`config.mk`:
```
export PLATFORM = sky130hd
export DESIGN_NAME = tape_pulse_width_bit_decoder_unit
export DESIGN_NICKNAME = d
export VERILOG_FILES = /design/src/hw/rtl/tpwd_pkg.sv /design/src/hw/rtl/tape_pulse_width_bit_decoder_unit.sv /design/src/hw/rtl/tpwd_pipe_reg.sv /design/src/hw/rtl/tpwd_core.sv
export SDC_FILE = /design/constraint.sdc
export NUM_CORES = 1
export LEC_CHECK = 0
export ABC_AREA = 1
export ABC_CLOCK_PERIOD_IN_PS = 3600
export BUFFER_PORTS_ARGS = -buffer_cell sky130_fd_sc_hd__buf_2
export CORE_AREA = 4 4 75 77
export CTS_BUF_LIST = sky130_fd_sc_hd__clkbuf_8 sky130_fd_sc_hd__clkbuf_16
export DETAILED_ROUTE_END_ITERATION = 8
export DIE_AREA = 0 0 79 81
export PLACE_DENSITY = 0.78
export SYNTH_ARGS = -nofsm -noshare
export SYNTH_HDL_FRONTEND = slang
export SYNTH_SLANG_ARGS = --single-unit
export TNS_END_PERCENT = 30
```
`constraint.sdc`:
```
create_clock -name clk_i -period 3.6 [get_ports clk_i]
set_input_delay 0.9 -clock clk_i [delete_from_list [all_inputs] [get_ports clk_i]]
set_output_delay 0.9 -clock clk_i [all_outputs]
set_load 0.05 [all_outputs]
```
`src/hw/rtl/tpwd_pkg.sv`:
```
package tpwd_pkg;

  localparam int unsigned SampleW = 8;
  localparam int unsigned ByteW   = 8;
  localparam int unsigned RunW    = 3;
  localparam int unsigned CountW  = 3;
  localparam int unsigned CfgW    = 8;
  localparam int unsigned CfgIdxW = 2;

  localparam logic [CfgW-1:0] HighThresholdRst = 8'd128;
  localparam logic [CfgW-1:0] LeadLevelRst     = 8'd127;

  localparam logic [RunW-1:0]   RunMax    = 3'd7;
  localparam logic [CountW-1:0] LastBit   = 3'd7;

  // register indexes of the configuration port
  localparam logic [CfgIdxW-1:0] CfgHighThreshold = 2'd0;
  localparam logic [CfgIdxW-1:0] CfgLeadLevel     = 2'd1;

  // handshake between the decoder and its neighbors
  typedef struct packed {
    logic valid;
    logic ready;
  } hs_t;

endpackage

```
`src/hw/rtl/tape_pulse_width_bit_decoder_unit.sv`:
```
// channel     | dir | beat content (tdata, low bit first)
// s_axis      | in  | sample [7:0]
// m_axis      | out | data_byte [7:0], first received bit in bit 7
// cfg         | in  | idx 0 high_threshold, idx 1 lead_level, others dropped
// One sample per cycle unless m_axis stalls a waiting byte; a sample is held
// in the input register and its byte, if any, then in the output register.
// Reset returns to lead-in skipping with thresholds 128 / 127.
// A stalled m_axis holds the decoder; an empty input register still takes one
// more beat, then s_axis_tready drops until the byte leaves.
module tape_pulse_width_bit_decoder_unit (
  input  logic                          clk_i,
  input  logic                          rst_ni,
  input  logic                          s_axis_tvalid,
  output logic                          s_axis_tready,
  input  logic [tpwd_pkg::SampleW-1:0]  s_axis_tdata,  // [7:0] sample
  output logic                          m_axis_tvalid,
  input  logic                          m_axis_tready,
  output logic [tpwd_pkg::ByteW-1:0]    m_axis_tdata,  // [7:0] data_byte
  input  logic                          cfg_we_i,
  input  logic [tpwd_pkg::CfgIdxW-1:0]  cfg_idx_i,
  input  logic [tpwd_pkg::CfgW-1:0]     cfg_wdata_i
);

  tpwd_pkg::hs_t                    smp_hs;
  logic [tpwd_pkg::SampleW-1:0]     smp_data;
  logic                             byte_valid;
  logic [tpwd_pkg::ByteW-1:0]       byte_data;

  tpwd_pipe_reg #(
    .Width (tpwd_pkg::SampleW)
  ) u_in_reg (
    .clk_i       (clk_i),
    .rst_ni      (rst_ni),
    .in_valid_i  (s_axis_tvalid),
    .in_ready_o  (s_axis_tready),
    .in_data_i   (s_axis_tdata),
    .out_valid_o (smp_hs.valid),
    .out_ready_i (smp_hs.ready),
    .out_data_o  (smp_data)
  );

  tpwd_core u_core (
    .clk_i        (clk_i),
    .rst_ni       (rst_ni),
    .cfg_we_i     (cfg_we_i),
    .cfg_idx_i    (cfg_idx_i),
    .cfg_wdata_i  (cfg_wdata_i),
    .smp_hs_i     (smp_hs),
    .sample_i     (smp_data),
    .byte_valid_o (byte_valid),
    .byte_o       (byte_data)
  );

  tpwd_pipe_reg #(
    .Width (tpwd_pkg::ByteW)
  ) u_out_reg (
    .clk_i       (clk_i),
    .rst_ni      (rst_ni),
    .in_valid_i  (byte_valid),
    .in_ready_o  (smp_hs.ready),
    .in_data_i   (byte_data),
    .out_valid_o (m_axis_tvalid),
    .out_ready_i (m_axis_tready),
    .out_data_o  (m_axis_tdata)
  );

endmodule

```
`src/hw/rtl/tpwd_pipe_reg.sv`:
```
module tpwd_pipe_reg #(
  parameter int unsigned Width = tpwd_pkg::SampleW
) (
  input  logic             clk_i,
  input  logic             rst_ni,
  input  logic             in_valid_i,
  output logic             in_ready_o,
  input  logic [Width-1:0] in_data_i,
  output logic             out_valid_o,
  input  logic             out_ready_i,
  output logic [Width-1:0] out_data_o
);

  logic             valid_q;
  logic [Width-1:0] data_q;

  // a beat can enter while the held one leaves in the same cycle
  assign in_ready_o  = !valid_q || out_ready_i;
  assign out_valid_o = valid_q;
  assign out_data_o  = data_q;

  always_ff @(posedge clk_i or negedge rst_ni) begin
    if (!rst_ni) begin
      valid_q <= 1'b0;
    end else if (in_ready_o) begin
      valid_q <= in_valid_i;
    end
  end

  always_ff @(posedge clk_i) begin
    if (in_ready_o && in_valid_i) begin
      data_q <= in_data_i;
    end
  end

endmodule

```
`src/hw/rtl/tpwd_core.sv`:
```
module tpwd_core (
  input  logic                              clk_i,
  input  logic                              rst_ni,
  input  logic                              cfg_we_i,
  input  logic [tpwd_pkg::CfgIdxW-1:0]      cfg_idx_i,
  input  logic [tpwd_pkg::CfgW-1:0]         cfg_wdata_i,
  input  tpwd_pkg::hs_t                     smp_hs_i,
  input  logic [tpwd_pkg::SampleW-1:0]      sample_i,
  output logic                              byte_valid_o,
  output logic [tpwd_pkg::ByteW-1:0]        byte_o
);

  typedef enum logic [1:0] {
    PhLead   = 2'd0,
    PhSync   = 2'd1,
    PhDecode = 2'd2
  } phase_e;

  phase_e                          phase_q, phase_d;
  logic                            prev_hi_q, prev_hi_d;
  logic [tpwd_pkg::RunW-1:0]       run_q, run_d, run_new;
  logic [tpwd_pkg::CountW-1:0]     cnt_q, cnt_d;
  logic [tpwd_pkg::ByteW-1:0]      shift_q, shift_d, shift_new;
  logic [tpwd_pkg::CfgW-1:0]       thr_q, lead_q;

  logic fire, hi, falling, run_short, run_long, got_bit;

  assign fire    = smp_hs_i.valid && smp_hs_i.ready;
  assign hi      = sample_i > thr_q;
  assign falling = !hi && prev_hi_q;

  always_comb begin
    run_new = (hi && !prev_hi_q) ? '0 : run_q;
    if (hi && run_new < tpwd_pkg::RunMax) begin
      run_new = run_new + 1'b1;
    end
  end

  assign run_short = (run_new == 3'd1) || (run_new == 3'd2);
  assign run_long  = (run_new == 3'd3) || (run_new == 3'd4);
  assign got_bit   = falling && (run_short || run_long);

  always_comb begin
    shift_new = shift_q;
    if (run_long) begin
      shift_new[tpwd_pkg::LastBit - cnt_q] = 1'b1;
    end
  end

  always_comb begin
    phase_d      = phase_q;
    prev_hi_d    = hi;
    run_d        = run_new;
    cnt_d        = cnt_q;
    shift_d      = shift_q;
    byte_valid_o = 1'b0;
    byte_o       = shift_new;
    case (phase_q)
      PhLead: begin
        if (sample_i > lead_q) begin
          prev_hi_d = prev_hi_q;
          run_d     = run_q;
        end else if (falling && run_short) begin
          // the sample that closes lead-in already ends a sync pulse
          phase_d   = PhDecode;
          prev_hi_d = 1'b0;
          run_d     = '0;
        end else begin
          phase_d = PhSync;
        end
      end
      PhSync: begin
        if (falling && run_short) begin
          phase_d   = PhDecode;
          prev_hi_d = 1'b0;
          run_d     = '0;
        end
      end
      default: begin
        if (got_bit) begin
          if (cnt_q == tpwd_pkg::LastBit) begin
            byte_valid_o = fire;
            shift_d      = '0;
            cnt_d        = '0;
          end else begin
            shift_d = shift_new;
            cnt_d   = cnt_q + 1'b1;
          end
        end
      end
    endcase
  end

  always_ff @(posedge clk_i or negedge rst_ni) begin
    if (!rst_ni) begin
      phase_q   <= PhLead;
      prev_hi_q <= 1'b0;
      run_q     <= '0;
      cnt_q     <= '0;
      shift_q   <= '0;
      thr_q     <= tpwd_pkg::HighThresholdRst;
      lead_q    <= tpwd_pkg::LeadLevelRst;
    end else begin
      if (fire) begin
        phase_q   <= phase_d;
        prev_hi_q <= prev_hi_d;
        run_q     <= run_d;
        cnt_q     <= cnt_d;
        shift_q   <= shift_d;
      end
      if (cfg_we_i) begin
        case (cfg_idx_i)
          tpwd_pkg::CfgHighThreshold: thr_q  <= cfg_wdata_i;
          tpwd_pkg::CfgLeadLevel:     lead_q <= cfg_wdata_i;
          default: ;
        endcase
      end
    end
  end

endmodule
```
==> qor.yml <==
run_status:
  status: "finished, final reports clean"
clocking:
  cts_tree: "done"
  cts.sinks: 51
  numCtsBuffers: 5
  cts_resized: 0
  htreeDepth: 2
  path_clk_slew_ns: 0.09
  clk_latency_ns: 0.31
  root_buffer: "clkbuf_8"
  clk_path_buf_depth: 2
  postCtsHoldBufs: 0
  postCtsSetupRepairBufs: 0
logic_synthesis:
  syn_nets: 355
  synth-seq-cells: 51
  synth-adder-area-share_pct: 8.433
  synth_cell_types: 33
  synth-compound-area-share_pct: 9.632
  synth-xor-area-share_pct: 0
  synth-simple-area-share_pct: 25.48
  yosysSeqAreaShare_pct: 48.47
  synth_cells: 313
  yosys_warnings: 0
  synth_top_family_by_area: "simple AND/OR/NAND/NOR gates"
  netlist_area_um2: 2819
  muxShareOfSynthArea_pct: 0
  synth_area_per_cell_um2: 9.006
power:
  p_int_uw: 1286
  p_leak_uw: 0.001623
  p_sw_uw: 787.0
  seqPwrFrac_pct: 39.1
  swShare_pct: 37.96
  combPwrFrac_pct: 37.7
  power_density_nw_per_um2: 649.5
  pwr-share-clk_pct: 23.2
  peakVddDrop_mv: 0.3834
  total_power_uw: 2073
routing:
  ant_nets: 0
  dr.first_iter.drc_count: 83
  avgRoutedWirePerCell_um: 12.57
  vias_per_cell: 4.938
  wirelength_um: 5281
  drcViolationCount: 0
  dr.pass1.iters: 4
  vias: 2074
sta:
  period_minus_slack_ns: 3.069
  final_hold_viol_count: 0
  tns_ns: 0
  rsz0062_at_grt: "false"
  slew_viol_final: 0
  max_slew_margin_pct: 45.31
  max_freq_mhz: 325.8
  worst_slew_pin_slew_ns: 0.8203
  finalSetupViolations: 0
  finClkSkew_ns: 0.009149
  period_share_pct: 85.26
  whs_ns: 0.4917
finish:
  area_growth_pct: 13.23
  mostFrequentLayoutCells: "nand2_1, inv_1, buf_2, dfrtp_1, o21ai_0"
  final_common_cell: "nand2_1"
  diodes: 0
  drive_above_1_share_pct: 24.00
  num-nets-final: 391
  instances_no_fill: 420
  final_area_um2: 3192
grt:
  grtUsageTotal_pct: 18.35
  use_met3_pct: 3.104
  grt_use_met1_pct: 22.40
  top_usage_layer: "met2"
  antenna_found_initial: 0
  grtUsageMet2_pct: 33.42
  grt_pass1_wl_um: 9156
  grt_pass1_vias: 2038
  grt_max_degree: 36
  overflow: 0
setup_path:
  worstPathRequired_ns: 3.62
  worstSetupEndpointType: "flop"
  worstSetupPathType: "flop to flop"
  start_kind: "flop"
  crit_fanout: 14
  crit_arrival_ns: 3.09
floorplan:
  initial_core_util_pct: 56.27
  die_h_um: 81
  fp.dieW_um: 79
  die-area_um2: 6399
  ios: 33
  rows: 26
  core_um2: 5010
job:
  maxCapViolCount: 0
placement:
  dp_hpwl_um: 4108
  placed_area_um2: 3052
  dp.cells: 412
  gp_congestion: 0.8189
  io_buffer_count: 32
min_path:
  min-delay-path-class: "flop to flop"
-- power by group through the flow --
| stage | combinational, µW | clock, µW | sequential (µW) |
|---|---|---|---|
| final | 781 | 481 | 810 |
| after global routing | 887 | 509 | 823 |
| after CTS | 787 | 493 | 810 |
| after detailed placement | 780 | 0 | 822 |
| after global placement | 757 | 0 | 813 |
| after floorplan | 646 | 0 | 801 |
-- logic make-up after synthesis --
kind of cell,count (synthesis)
AND/OR/NAND/NOR,143
adder cells (fa/ha/maj),19
buffers and inverters,58
AO/OA/AOI/OAI,42
flip-flops,51
-- critical path, stage by stage, from the launching register on --
cell and delay (ns):
dfstp_2 0.54, inv_1 0.04, ha_1 0.30, nand2_2 0.08
nor2_1 0.19, nor2_4 0.06, nand2_4 0.09, nand3_4 0.09
nand2_2 0.10, inv_2 0.05, ha_1 0.32, o21ai_2 0.18
nand2_2 0.11, nand2_4 0.12, nand2_4 0.07, nand2_2 0.07
nand2_4 0.10, nor2_1 0.11, buf_4 0.17
-- metrics by stage --
| step | util (%) | worst slack, ns |
|---|---|---|
| 2_1_floorplan | - | 0.4126 |
| 3_3_place_gp | 60.91 | 0.6214 |
| 3_5_place_dp | 60.91 | 0.5387 |
| 4_1_cts | 63.71 | 0.5141 |
| 5_1_grt | 63.71 | 0.2774 |
| 6_report | 63.71 | 0.5305 |
-- area by class of cell --
type	count	area (µm²)
clock buffers	5	68.82
inverters	54	202.7
well taps	70	87.58
repair buffers	33	167.7
fillers	425	1818
flip-flops and latches	51	1366
multi-input cells	204	1227
clock inverters	3	71.32
-- cell usage after synthesis --
| cell | n | area [µm²] |
|---|---|---|
| edfxtp_1 | 16 | 480.5 |
| inv_2 | 8 | 30.03 |
| ha_1 | 19 | 237.7 |
| o21ai_2 | 2 | 17.52 |
| dfstp_2 | 8 | 210.2 |
| nor2_1 | 16 | 60.06 |
| nand3_4 | 2 | 35.03 |
| o211ai_1 | 1 | 7.510 |
| a21oi_2 | 1 | 8.760 |
| clkbuf_1 | 3 | 11.26 |
| nand2_8 | 1 | 20.02 |
| inv_1 | 46 | 172.7 |
| o311ai_1 | 1 | 8.760 |
| a21o_1 | 1 | 7.510 |
| nor3_2 | 1 | 10.01 |
| nand2_1 | 83 | 311.6 |
| buf_6 | 1 | 11.26 |
| o21ai_1 | 1 | 5.000 |
| nand4_4 | 1 | 21.27 |
| a31oi_1 | 1 | 6.260 |
| o311ai_4 | 1 | 26.28 |
| o21bai_1 | 2 | 15.01 |
| dfrtp_1 | 27 | 675.7 |
| nand4_1 | 1 | 6.260 |
| nand2_2 | 9 | 56.30 |
| nand2_4 | 6 | 67.56 |
| o21ai_0 | 23 | 115.1 |
| a21oi_4 | 1 | 16.27 |
| nor2_4 | 2 | 22.52 |
| o21a_1 | 1 | 7.510 |
| nand3b_1 | 1 | 7.510 |
| nand3_1 | 20 | 100.1 |
| a21oi_1 | 6 | 30.03 |
-- registers in the layout, summed over array words and instances (netlist names) --
name	cells
u_core.cnt_q	3
u_core.lead_q	8
u_core.phase_q	2
u_core.prev_hi_q	1
u_core.run_q	3
u_core.shift_q	8
u_core.thr_q	8
u_in_reg.out_data_o	8
u_in_reg.out_valid_o	1
u_out_reg.out_data_o	8
u_out_reg.out_valid_o	1
-- layer usage --
| layer | part of all wire [%] | vias up |
|---|---|---|
| met5 | 0 | - |
| met4 | 1.9 | 0 |
| met3 | 3.6 | 12 |
| met2 | 51 | 40 |
| met1 | 43 | 945 |
| li1 | - | 1077 |
-- final timing paths --
kind | endpoint | from | slack, ns | depth (start not counted)
max | u_out_reg.out_data_o[4]$_DFFE_PP_ | u_core.thr_q[7]$_DFFE_PN1P_ | 0.53 | 18
min | u_core.lead_q[7]$_DFFE_PN0P_ | u_core.lead_q[7]$_DFFE_PN0P_ | 0.49 | 2
max reg2reg | u_out_reg.out_data_o[4]$_DFFE_PP_ | u_core.thr_q[7]$_DFFE_PN1P_ | 0.53 | 18
min reg2reg | u_core.lead_q[7]$_DFFE_PN0P_ | u_core.lead_q[7]$_DFFE_PN0P_ | 0.49 | 2
max in group asynchronous | u_core.shift_q[1]$_DFFE_PN0P_ | rst_ni | 2.40 | 1
min in group asynchronous | u_core.run_q[2]$_DFFE_PN0P_ | rst_ni | 0.67 | 1
Note: power is estimated with default switching activity, not from simulation.
